File: config.mk
export PLATFORM = sky130hd
export DESIGN_NAME = token_bucket_rate_limiter_flat
export DESIGN_NICKNAME = d
export VERILOG_FILES = /design/src/rtl/core/tbrl_pkg.sv /design/src/rtl/core/tbrl_if.sv /design/src/rtl/core/tbrl_div.sv /design/src/rtl/core/tbrl_mul.sv /design/src/rtl/core/token_bucket_rate_limiter.sv /design/src/flat_wrapper.sv
export SDC_FILE = /design/constraint.sdc
export NUM_CORES = 2
export LEC_CHECK = 0
export BUFFER_PORTS_ARGS = -buffer_cell sky130_fd_sc_hd__buf_2
export CAP_MARGIN = 40
export CELL_PAD_IN_SITES_DETAIL_PLACEMENT = 0
export CELL_PAD_IN_SITES_GLOBAL_PLACEMENT = 1
export CORE_MARGIN = 2
export CORE_UTILIZATION = 54
export CTS_CLUSTER_DIAMETER = 50
export DETAILED_ROUTE_END_ITERATION = 6
export GPL_TIMING_DRIVEN = 0
export PLACE_DENSITY = 0.94
export SETUP_SLACK_MARGIN = 0.5
export SLEW_MARGIN = 20
export SYNTH_ARGS = -nofsm -noshare
export SYNTH_HDL_FRONTEND = slang
export SYNTH_HIERARCHICAL = 1
export SYNTH_SLANG_ARGS = --single-unit
export TNS_END_PERCENT = 1
File: constraint.sdc
create_clock -name clk -period 17 [get_ports clk]
set_input_delay 1.7 -clock clk [delete_from_list [all_inputs] [get_ports clk]]
set_output_delay 1.7 -clock clk [all_outputs]
set_load 0.01 [all_outputs]
File: src/rtl/core/tbrl_pkg.sv
// Shared widths, register indexes and types of the token bucket rate limiter.
package tbrl_pkg;

	localparam int NowW     = 64;
	localparam int IvW      = 40;
	localparam int PermW    = 32;
	localparam int ReqPermW = 16;
	localparam int TmoW     = 16;
	localparam int WaitW    = 63;
	localparam int QuoW     = 32;
	localparam int PushW    = 48;
	localparam int CfgIdxW  = 8;
	localparam int CfgDataW = 40;
	localparam int SerCntW  = $clog2(QuoW);
	localparam int FracW    = 16;   // Q16 permits
	localparam int ElapsLoW = 8;    // elapsed bits below the Q8 interval point
	localparam int TmoUsW   = 26;   // 16-bit ms times 1000

	localparam logic [CfgIdxW-1:0] REG_INTERVAL    = CfgIdxW'(0);
	localparam logic [CfgIdxW-1:0] REG_MAX_PERMITS = CfgIdxW'(1);

	localparam logic [IvW-1:0]    INTERVAL_RESET = IvW'(256000000);
	localparam logic [TmoUsW-1:0] US_PER_MS      = TmoUsW'(1000);

	// status of a serial arithmetic unit
	typedef struct packed {
		logic busy;
		logic done;
	} ser_stat_t;

endpackage

File: src/rtl/core/tbrl_if.sv
// Request and response channel interfaces of the token bucket rate limiter.
interface tbrl_req_if import tbrl_pkg::*; ();
	logic                valid;
	logic                ready;
	logic                action;
	logic [NowW-1:0]     now_us;
	logic [ReqPermW-1:0] permits;
	logic [TmoW-1:0]     timeout_ms;

	modport source (output valid, action, now_us, permits, timeout_ms, input ready);
	modport sink   (input valid, action, now_us, permits, timeout_ms, output ready);
endinterface

interface tbrl_resp_if import tbrl_pkg::*; ();
	logic             valid;
	logic             ready;
	logic             granted;
	logic [WaitW-1:0] wait_us;

	modport source (output valid, granted, wait_us, input ready);
	modport sink   (input valid, granted, wait_us, output ready);
endinterface

File: src/rtl/core/tbrl_div.sv
// Bit-serial restoring divider: floor(elapsed * 2^24 / interval), one quotient bit per cycle.
module tbrl_div import tbrl_pkg::*; (
	input  logic             clk,
	input  logic             arst_n,
	input  logic             start,
	input  logic [IvW-1:0]   rem_init,   // elapsed >> 8, already below divisor
	input  logic [ElapsLoW-1:0] low_bits, // elapsed[7:0]
	input  logic [IvW-1:0]   divisor,
	output logic [QuoW-1:0]  quo,
	output ser_stat_t        stat
);

	logic [IvW-1:0]     rem_q;
	logic [IvW-1:0]     dvs_q;
	logic [QuoW-1:0]    low_q;
	logic [QuoW-1:0]    quo_q;
	logic [SerCntW-1:0] cnt_q;
	logic               busy_q;
	logic               done_q;

	logic [IvW:0] shifted;
	logic [IvW:0] diff;
	logic         fits;

	assign shifted = {rem_q, low_q[QuoW-1]};
	assign diff    = shifted - {1'b0, dvs_q};
	assign fits    = ~diff[IvW];

	always_ff @(posedge clk or negedge arst_n) begin
		if (!arst_n) begin
			busy_q <= 1'b0;
			done_q <= 1'b0;
			cnt_q  <= '0;
		end else begin
			done_q <= 1'b0;
			if (start) begin
				busy_q <= 1'b1;
				cnt_q  <= SerCntW'(QuoW - 1);
			end else if (busy_q) begin
				cnt_q <= cnt_q - 1'b1;
				if (cnt_q == '0) begin
					busy_q <= 1'b0;
					done_q <= 1'b1;
				end
			end
		end
	end

	always_ff @(posedge clk) begin
		if (start) begin
			rem_q <= rem_init;
			dvs_q <= divisor;
			low_q <= {low_bits, {(QuoW-ElapsLoW){1'b0}}};
			quo_q <= '0;
		end else if (busy_q) begin
			rem_q <= fits ? diff[IvW-1:0] : shifted[IvW-1:0];
			low_q <= {low_q[QuoW-2:0], 1'b0};
			quo_q <= {quo_q[QuoW-2:0], fits};
		end
	end

	assign quo       = quo_q;
	assign stat.busy = busy_q;
	assign stat.done = done_q;

endmodule

File: src/rtl/core/tbrl_mul.sv
// Shift-add multiplier: floor(fresh * interval / 2^24), one multiplier bit per cycle.
module tbrl_mul import tbrl_pkg::*; (
	input  logic              clk,
	input  logic              arst_n,
	input  logic              start,
	input  logic [PermW-1:0]  fresh,
	input  logic [IvW-1:0]    iv,
	output logic [PushW-1:0]  push,
	output ser_stat_t         stat
);

	logic [IvW-1:0]     hi_q;
	logic [PermW-1:0]   lo_q;
	logic [IvW-1:0]     b_q;
	logic [SerCntW-1:0] cnt_q;
	logic               busy_q;
	logic               done_q;

	logic [IvW:0] sum;

	assign sum = {1'b0, hi_q} + (lo_q[0] ? {1'b0, b_q} : '0);

	always_ff @(posedge clk or negedge arst_n) begin
		if (!arst_n) begin
			busy_q <= 1'b0;
			done_q <= 1'b0;
			cnt_q  <= '0;
		end else begin
			done_q <= 1'b0;
			if (start) begin
				busy_q <= 1'b1;
				cnt_q  <= SerCntW'(PermW - 1);
			end else if (busy_q) begin
				cnt_q <= cnt_q - 1'b1;
				if (cnt_q == '0) begin
					busy_q <= 1'b0;
					done_q <= 1'b1;
				end
			end
		end
	end

	always_ff @(posedge clk) begin
		if (start) begin
			hi_q <= '0;
			lo_q <= fresh;
			b_q  <= iv;
		end else if (busy_q) begin
			hi_q <= sum[IvW:1];
			lo_q <= {sum[0], lo_q[PermW-1:1]};
		end
	end

	// product is {hi, lo}; drop the 24 fraction bits
	assign push      = {hi_q, lo_q[PermW-1 -: (PushW-IvW)]};
	assign stat.busy = busy_q;
	assign stat.done = done_q;

endmodule

File: src/rtl/core/token_bucket_rate_limiter.sv
// Top level of the token bucket rate limiter: request sequencer, bucket state, result register.
//
// Usage:
//   req  : valid/ready request channel carrying action, now_us, permits, timeout_ms.
//          action 0 acquires unconditionally, 1 tries with a timeout in ms.
//   resp : valid/ready result channel carrying granted and wait_us.
//   cfg  : write port; cfg_idx 0 sets the Q8 interval, 1 sets the Q16 capacity and
//          refills the bucket. Write only while no request is in flight.
// Flow (one request at a time): a refused try-acquire goes from the checks straight to the
//   result; with no time elapsed only the multiplier runs; an accrual with a saturated
//   quotient skips the divider; any other accrual runs the divider, then the multiplier.
//   Divider and multiplier each work one bit per cycle. The next request can be taken in
//   the cycle after the result is written; none is taken while one is in flight.
// Reset: interval returns to 1 s (256000000 in Q8), capacity, stored permits and
//   next free time clear to zero.
// Stall: the result sits in an output register; a new request is taken while it
//   waits, but that request's result holds in the final step until the register frees.
module token_bucket_rate_limiter import tbrl_pkg::*; (
	input  logic                clk,
	input  logic                arst_n,
	input  logic                cfg_we,
	input  logic [CfgIdxW-1:0]  cfg_idx,
	input  logic [CfgDataW-1:0] cfg_data,
	tbrl_req_if.sink            req,
	tbrl_resp_if.source         resp
);

	typedef enum logic [8:0] {
		S_IDLE  = 9'b000000001,
		S_CHECK = 9'b000000010,  // deadline, elapsed, time-past flag
		S_DEC   = 9'b000000100,  // refuse or choose accrual path
		S_ACCR  = 9'b000001000,  // saturation test, launch divider
		S_DIV   = 9'b000010000,
		S_UPD   = 9'b000100000,  // add accrued permits, clamp to capacity
		S_SPEND = 9'b001000000,  // wait, spend, launch multiplier
		S_MUL   = 9'b010000000,
		S_FIN   = 9'b100000000   // push next free time and spend unless refused, write result
	} state_t;

	state_t state_q;

	// bucket state and configuration
	logic [IvW-1:0]   interval_q;
	logic [PermW-1:0] max_q;
	logic [PermW-1:0] stored_q;
	logic [NowW-1:0]  nft_q;

	// request context
	logic                action_q;
	logic [NowW-1:0]     now_q;
	logic [ReqPermW-1:0] want_q;
	logic [TmoW-1:0]     tmo_q;
	logic [NowW-1:0]     deadline_q;
	logic [NowW-1:0]     elapsed_q;
	logic                past_q;
	logic                sat_q;
	logic                refused_q;
	logic [PermW-1:0]    spend_q;
	logic [WaitW-1:0]    wait_q;

	// result register
	logic             resp_valid_q;
	logic             granted_q;
	logic [WaitW-1:0] wait_us_q;

	// datapath
	logic [IvW-1:0]    iv_eff;
	logic [TmoUsW-1:0] tmo_us;
	logic [NowW:0]     dl_sum;
	logic [NowW-1:0]   deadline;
	logic              sat;
	logic [PermW-1:0]  add;
	logic [PermW:0]    acc_sum;
	logic [PermW-1:0]  want_q16;
	logic [PermW-1:0]  spend;
	logic [PermW-1:0]  fresh;
	logic [NowW-1:0]   ahead;
	logic [WaitW-1:0]  wait_sat;
	logic [NowW:0]     nft_sum;
	logic              accept;
	logic              fin_go;
	logic              div_start;
	logic              mul_start;
	logic [QuoW-1:0]   quo;
	logic [PushW-1:0]  push;
	ser_stat_t         div_stat;
	ser_stat_t         mul_stat;

	// zero interval behaves as the smallest step
	assign iv_eff = (interval_q == '0) ? IvW'(1) : interval_q;

	assign tmo_us   = TmoUsW'(tmo_q) * US_PER_MS;
	assign dl_sum   = {1'b0, now_q} + (NowW+1)'(tmo_us);
	assign deadline = dl_sum[NowW] ? '1 : dl_sum[NowW-1:0];

	// quotient would not fit 32 bits
	assign sat = elapsed_q >= {{(NowW-IvW-ElapsLoW){1'b0}}, iv_eff, {ElapsLoW{1'b0}}};

	assign add     = !past_q ? '0 : (sat_q ? '1 : quo);
	assign acc_sum = {1'b0, stored_q} + {1'b0, add};

	assign want_q16 = {want_q, {FracW{1'b0}}};
	assign spend    = (want_q16 < stored_q) ? want_q16 : stored_q;
	assign fresh    = want_q16 - spend;

	// next free time is never behind now here
	assign ahead    = nft_q - now_q;
	assign wait_sat = ahead[NowW-1] ? '1 : ahead[WaitW-1:0];

	assign nft_sum = {1'b0, nft_q} + (NowW+1)'(push);

	assign req.ready = (state_q == S_IDLE);
	assign accept    = req.valid && req.ready;
	assign fin_go    = (state_q == S_FIN) && (!resp_valid_q || resp.ready);
	assign div_start = (state_q == S_ACCR) && !sat;
	assign mul_start = (state_q == S_SPEND);

	tbrl_div u_div (
		.clk      (clk),
		.arst_n   (arst_n),
		.start    (div_start),
		.rem_init (elapsed_q[ElapsLoW +: IvW]),
		.low_bits (elapsed_q[ElapsLoW-1:0]),
		.divisor  (iv_eff),
		.quo      (quo),
		.stat     (div_stat)
	);

	tbrl_mul u_mul (
		.clk    (clk),
		.arst_n (arst_n),
		.start  (mul_start),
		.fresh  (fresh),
		.iv     (iv_eff),
		.push   (push),
		.stat   (mul_stat)
	);

	// sequencer and bucket state
	always_ff @(posedge clk or negedge arst_n) begin
		if (!arst_n) begin
			state_q    <= S_IDLE;
			interval_q <= INTERVAL_RESET;
			max_q      <= '0;
			stored_q   <= '0;
			nft_q      <= '0;
			refused_q  <= 1'b0;
		end else begin
			if (cfg_we) begin
				if (cfg_idx == REG_INTERVAL) begin
					interval_q <= cfg_data[IvW-1:0];
				end else if (cfg_idx == REG_MAX_PERMITS) begin
					max_q    <= cfg_data[PermW-1:0];
					stored_q <= cfg_data[PermW-1:0];
				end
			end
			unique case (state_q)
				S_IDLE: begin
					if (accept) begin
						refused_q <= 1'b0;
						state_q   <= S_CHECK;
					end
				end
				S_CHECK: state_q <= S_DEC;
				S_DEC: begin
					// refusal looks at the next free time before any accrual
					priority if (action_q && (nft_q > deadline_q)) begin
						refused_q <= 1'b1;
						state_q   <= S_FIN;
					end else if (past_q) begin
						state_q <= S_ACCR;
					end else begin
						state_q <= S_UPD;
					end
				end
				S_ACCR: state_q <= sat ? S_UPD : S_DIV;
				S_DIV: begin
					if (div_stat.done) begin
						state_q <= S_UPD;
					end
				end
				S_UPD: begin
					if (past_q) begin
						stored_q <= (acc_sum < {1'b0, max_q}) ? acc_sum[PermW-1:0] : max_q;
						nft_q    <= now_q;
					end
					state_q <= S_SPEND;
				end
				S_SPEND: state_q <= S_MUL;
				S_MUL: begin
					if (mul_stat.done) begin
						state_q <= S_FIN;
					end
				end
				S_FIN: begin
					if (fin_go) begin
						if (!refused_q) begin
							nft_q    <= nft_sum[NowW] ? '1 : nft_sum[NowW-1:0];
							stored_q <= stored_q - spend_q;
						end
						state_q <= S_IDLE;
					end
				end
				default: state_q <= S_IDLE;
			endcase
		end
	end

	// request context, no reset needed
	always_ff @(posedge clk) begin
		if (accept) begin
			action_q <= req.action;
			now_q    <= req.now_us;
			want_q   <= req.permits;
			tmo_q    <= req.timeout_ms;
		end
		if (state_q == S_CHECK) begin
			deadline_q <= deadline;
			elapsed_q  <= now_q - nft_q;
			past_q     <= now_q > nft_q;
		end
		if (state_q == S_ACCR) begin
			sat_q <= sat;
		end
		if (state_q == S_SPEND) begin
			spend_q <= spend;
			wait_q  <= wait_sat;
		end
	end

	// result register
	always_ff @(posedge clk or negedge arst_n) begin
		if (!arst_n) begin
			resp_valid_q <= 1'b0;
		end else if (fin_go) begin
			resp_valid_q <= 1'b1;
		end else if (resp.ready) begin
			resp_valid_q <= 1'b0;
		end
	end

	always_ff @(posedge clk) begin
		if (fin_go) begin
			granted_q <= !refused_q;
			wait_us_q <= refused_q ? '0 : wait_q;
		end
	end

	assign resp.valid   = resp_valid_q;
	assign resp.granted = granted_q;
	assign resp.wait_us = wait_us_q;

	// a refusal never asks the caller to wait
	a_refuse_no_wait: assert property (@(posedge clk) disable iff (!arst_n)
		(resp.valid && !resp.granted) |-> (resp.wait_us == '0))
		else $error("refused request carries a wait");

	// accrual always leaves the bucket at or below capacity
	a_accrue_capped: assert property (@(posedge clk) disable iff (!arst_n)
		(state_q == S_UPD && past_q && !cfg_we) |=> (stored_q <= max_q))
		else $error("accrual left stored permits above capacity");

	// a grant never pulls the next free time back
	a_nft_monotonic: assert property (@(posedge clk) disable iff (!arst_n)
		(fin_go && !refused_q && !cfg_we) |=> (nft_q >= $past(nft_q)))
		else $error("next free time moved backwards on grant");

	// the serial units never run together
	a_units_exclusive: assert property (@(posedge clk) disable iff (!arst_n)
		!(div_stat.busy && mul_stat.busy))
		else $error("divider and multiplier busy at once");

	// a refused request leaves the bucket untouched
	a_refuse_no_change: assert property (@(posedge clk) disable iff (!arst_n)
		(fin_go && refused_q && !cfg_we) |=> (nft_q == $past(nft_q) && stored_q == $past(stored_q)))
		else $error("refused request changed bucket state");

endmodule

File: src/flat_wrapper.sv
// flat-port wrapper written by rule: the top's interface ports become plain ports
module token_bucket_rate_limiter_flat import tbrl_pkg::*;
  (clk, arst_n, cfg_we, cfg_idx, cfg_data, req_valid, req_action, req_now_us, req_permits, req_timeout_ms, req_ready, resp_valid, resp_granted, resp_wait_us, resp_ready);
  tbrl_req_if req_i ();
  tbrl_resp_if resp_i ();
  input  logic clk;
  input  logic arst_n;
  input  logic cfg_we;
  input  logic [CfgIdxW-1:0] cfg_idx;
  input  logic [CfgDataW-1:0] cfg_data;
  input wire logic [$bits(req_i.valid)-1:0] req_valid;
  input wire logic [$bits(req_i.action)-1:0] req_action;
  input wire logic [$bits(req_i.now_us)-1:0] req_now_us;
  input wire logic [$bits(req_i.permits)-1:0] req_permits;
  input wire logic [$bits(req_i.timeout_ms)-1:0] req_timeout_ms;
  output wire logic [$bits(req_i.ready)-1:0] req_ready;
  output wire logic [$bits(resp_i.valid)-1:0] resp_valid;
  output wire logic [$bits(resp_i.granted)-1:0] resp_granted;
  output wire logic [$bits(resp_i.wait_us)-1:0] resp_wait_us;
  input wire logic [$bits(resp_i.ready)-1:0] resp_ready;
  assign req_i.valid = req_valid;
  assign req_i.action = req_action;
  assign req_i.now_us = req_now_us;
  assign req_i.permits = req_permits;
  assign req_i.timeout_ms = req_timeout_ms;
  assign req_ready = req_i.ready;
  assign resp_valid = resp_i.valid;
  assign resp_granted = resp_i.granted;
  assign resp_wait_us = resp_i.wait_us;
  assign resp_i.ready = resp_ready;
  token_bucket_rate_limiter u_core (.clk(clk), .arst_n(arst_n), .cfg_we(cfg_we), .cfg_idx(cfg_idx), .cfg_data(cfg_data), .req(req_i), .resp(resp_i));
endmodule
# Yosys cells after proc, flatten, opt, wreduce, memory -nomap -nowiden
# Cells that the tools add are included.
# totals
regBits	811
inputBits	150
output_inout_bits	66
word_cells	144
# classes
n_addsub	11
n_mul	1
order_cmp	5
eq_ne	17
mux	54
bitwise_logic	2
n_reduce_logical	22
# op_table
op	n
$mux W32	14
$mux W64	4
$mux W40	5
$gt A64 B64 Y1	2
$pmux W64 S2	1
$sub A64 B64 Y64	2
$pmux W9 S9	1
$add A64 B26 Y65	1
$add A64 B48 Y65	1
$ge A64 B48 Y1	1
$pmux W32 S2	1
$sub A32 B32 Y32	2
$mux W9	5
$add A40 B41 Y41	1
$sub A41 B40 Y41	1
$logic_not A40 Y1	1
$add A32 B32 Y33	1
$lt A33 B32 Y1	1
$lt A32 B32 Y1	1
$mul A16 B7 Y23 const B	1
$mux W5	4
$mux W1	16
$mux W6	2
$logic_not A5 Y1	2
23 further kinds	41

# Logic depth before layout (Yosys ltp)
# logic_depth
ltp_word	7
mapped_depth	32
ltp_nobuf	29

# Cells and area by module
# The synthesis kept the hierarchy.
# by_module_without_submodules
module	instances	cells_each	area_each_um2	seq_area_each_um2
token_bucket_rate_limiter	1	4847	44357.5	16080.4
tbrl_div	1	825	7801.2	3458.3
tbrl_mul	1	653	6872.8	3138.0

# Worst setup path after synthesis
# OpenSTA, ideal clock, no wires.
# synth_path
path_kind	register -> register
from	register u_core.tmo_q[0]
to	register u_core.deadline_q[60] (data pin)
setup_ps	278
arrival_time_ps	6509
required_time_ps	16722
slack_ps	10212
path_stages_with_launch	26
path_buffers	0
period_less_slack_ps	6788
path_cell_list	edfxtp_1 fa_1 fa_1 inv_1 fa_1 fa_1 inv_1 ha_1 and2_1 a311oi_1 a21oi_1 a41o_1 o41a_1 a41o_1 nor3_1 o21bai_1 a21oi_1 xnor2_1 ha_1 nand3_1 o21a_1 a31oi_2 nand2_2 nor3_2 and2_1 a31oi_1
# synth_between
elab_chain_cells	2
# synth_lines
element	line	source
from (decl)	token_bucket_rate_limiter.sv:52	logic [TmoW-1:0] tmo_q;
from (signal assigned)	token_bucket_rate_limiter.sv:215	tmo_q <= req.timeout_ms;
$mul A16 B7 Y23	token_bucket_rate_limiter.sv:92	assign tmo_us = TmoUsW'(tmo_q) * US_PER_MS;
$add A64 B26 Y65	token_bucket_rate_limiter.sv:93	assign dl_sum = {1'b0, now_q} + (NowW+1)'(tmo_us);
to (signal assigned)	token_bucket_rate_limiter.sv:218	deadline_q <= deadline;
to (decl)	token_bucket_rate_limiter.sv:53	logic [NowW-1:0] deadline_q;
# Every way passes these cells.
# A chain may end at the register's enable or synchronous reset.

# Final worst setup path
# layout_path
from	register u_core.tmo_q[0]
to	register u_core.deadline_q[57] (data pin)
# The elaborated chain is that of the path after synthesis.

==> impl_metrics.toml <==
[clock_network]
cts_hold_buf = 0
cts_sinks = 811
cts_buffers = 109
cts_resized = 0
cts_tree = "done"
cts_setup_buffers = 0
clk_pin_slew_ns = 0.06
cts_max_level = 3
cts_root_buffer = "clkbuf_16"
worstSkewPairLatency_ns = 0.70
cts_max_path_buffers = 3

[setup_path]
worstReg2RegStart = "u_core/tmo_q[0]"
cp-start-kind = "flip-flop"
critPathSlowestCell = "a31oi_2"
r2r_slack_ns = 8.65
crit_required_ns = 17.55
rr_endpoint = "u_core/deadline_q[57]"
cp.arrival_ns = 8.89
cpPeakStageDelay_ns = 0.66
endpoint_kind = "flip-flop"
r2r_cells = 29
critPathKind = "flip-flop to flip-flop"
path_max_fanout = 10
worst_path_most_repeated_cell = "fa_1"

[placed_design]
dp_cells = 7983
port_buffers = 215
dp_hpwl_um = 163400
place_congestion = 1.012

[sta]
worst_slew_pin_slew_ns = 0.9321
rsz0062_at_grt = "false"
fmax_mhz = 119.8
fin_skew_ns = 0.02410
tns_ns = 0
post-route-period-util_pct = 49.11
report.final.slew_viol_count = 0
setup_viol = 0
hold_violations = 0
min_period_ns = 8.348
relSlewSlack_pct = 37.33

[synth]
ys_warn_count = 6
synth_fp_nets = 7101
syn_area_per_cell_um2 = 9.334
synthCells = 6323
synth.cell_area_um2 = 59020

[routing]
routed_wl_um = 202500
wl_per_cell_um = 24.72
dr.pass1.iters = 7
drt_first_iter_violations = 5914
drtAntennaViolNets = 0
via_count = 50881
drc = 1
vias_per_cell = 6.213

[global_routing]
grt_pass1_vias = 48399
grt-busiest-layer = "met2"
grtUsageMet1_pct = 50.64
gr-usage-met2_pct = 53.35
antenna_found_initial = 7
track_usage_pct = 35.46
grt_use_met3_pct = 5.806
grt_start_max_net_pins = 89
grt_pass1_wl_um = 299600
overflow = 0

[final_layout]
finalNonFillerCells = 8189
layout_common_cells = "ha_1, inv_1, edfxtp_1, nand2_1, a21oi_1"
final_common_cell = "ha_1"
final_nets = 7462
drive_above_1_share_pct = 9.684
syn_to_final_growth_pct = 11.97
fillers = 9341

[min_path]
hold_path_end = "u_core/u_div/quo[0]"
hold_start = "u_core/u_div/quo[0]"
hold_class = "flip-flop to flip-flop"
holdPathStages = 2

[floorplanning]
num_rows = 121
fp.dieArea_um2 = 112000
pin_count = 216
initial_core_util_pct = 54.29
die_y_um = 334.6
die_w_um = 334.6
core_um2 = 108700

[run_status]
run_status = "finished, violations left"
failed_checks = "DRC"

[run]
maxCapViolations = 0
[flip-flops by register name, indices dropped and copies added (netlist names), 40 cells and up]
name / cells
u_core/u_div/rem_q: 40
u_core/elapsed_q: 64
u_core/resp.wait_us: 63
u_core/u_div/dvs_q: 40
u_core/wait_q: 63
u_core/deadline_q: 64
u_core/u_mul/b_q: 40
u_core/interval_q: 40
u_core/u_mul/hi_q: 40
u_core/nft_q: 64
u_core/now_q: 64
[area by class of cell]
| type | instances | area [um^2] | area share, % |
|---|---|---|---|
| sequential | 811 | 22680 | 34.32 |
| tap | 1414 | 1769 | 2.677 |
| clock inverter | 77 | 749.5 | 1.134 |
| inverter | 550 | 2064 | 3.124 |
| clock buffer | 124 | 2856 | 4.323 |
| buffer | 312 | 1326 | 2.007 |
| timing repair buffer | 250 | 1618 | 2.448 |
| multi-input combinational | 4650 | 33020 | 49.97 |
| antenna | 1 | 2.502 | 0.003787 |
[per-layer routing]
metal  part of all wire (%)  vias to the layer above
met3                    9.0                      417
met1                     43                    24390
met2                     43                     2472
met5                  0.012                        -
li1                       -                    23598
met4                    4.8                        4
[how the worst max path moves through the flow]
stage	cells after the start	startpoint	slack [ns]	endpoint
2_1_floorplan	25	u_core/tmo_q[0]	10.21	u_core/deadline_q[60]
3_3_place_gp	8	resp_ready	5.88	u_core/nft_q[29]
3_5_place_dp	30	u_core/tmo_q[0]	8.79	u_core/deadline_q[22]
4_1_cts	29	u_core/tmo_q[0]	8.75	u_core/deadline_q[57]
5_1_grt	28	u_core/tmo_q[0]	8.31	u_core/deadline_q[60]
6_report	29	u_core/tmo_q[0]	8.65	u_core/deadline_q[57]
[per-stage QoR]
step                      setup WS, ns  area, um^2  utilization, %  hold WS (ns)
final                            8.652       66080           60.79        0.5095
after floorplan                  10.21       59020               -        0.4465
after detailed placement         8.793       62450           57.45        0.4993
after CTS                        8.747       66050           60.76        0.5101
after global placement           5.876       61860           56.91        0.4790
after global routing             8.307       66080           60.79        0.5343
[worst max-delay path, delay by kind of cell (launching register included)]
kind	cells	cell delay (ns)
simple gates	8	1.48
buf+inv	5	0.89
fa+ha+maj	6	2.57
flops	1	0.51
compound gates	10	2.70
Power is left out: the tool's default activity adds up to more than one toggle a clock period on the data nets, which glitch-free logic cannot reach.
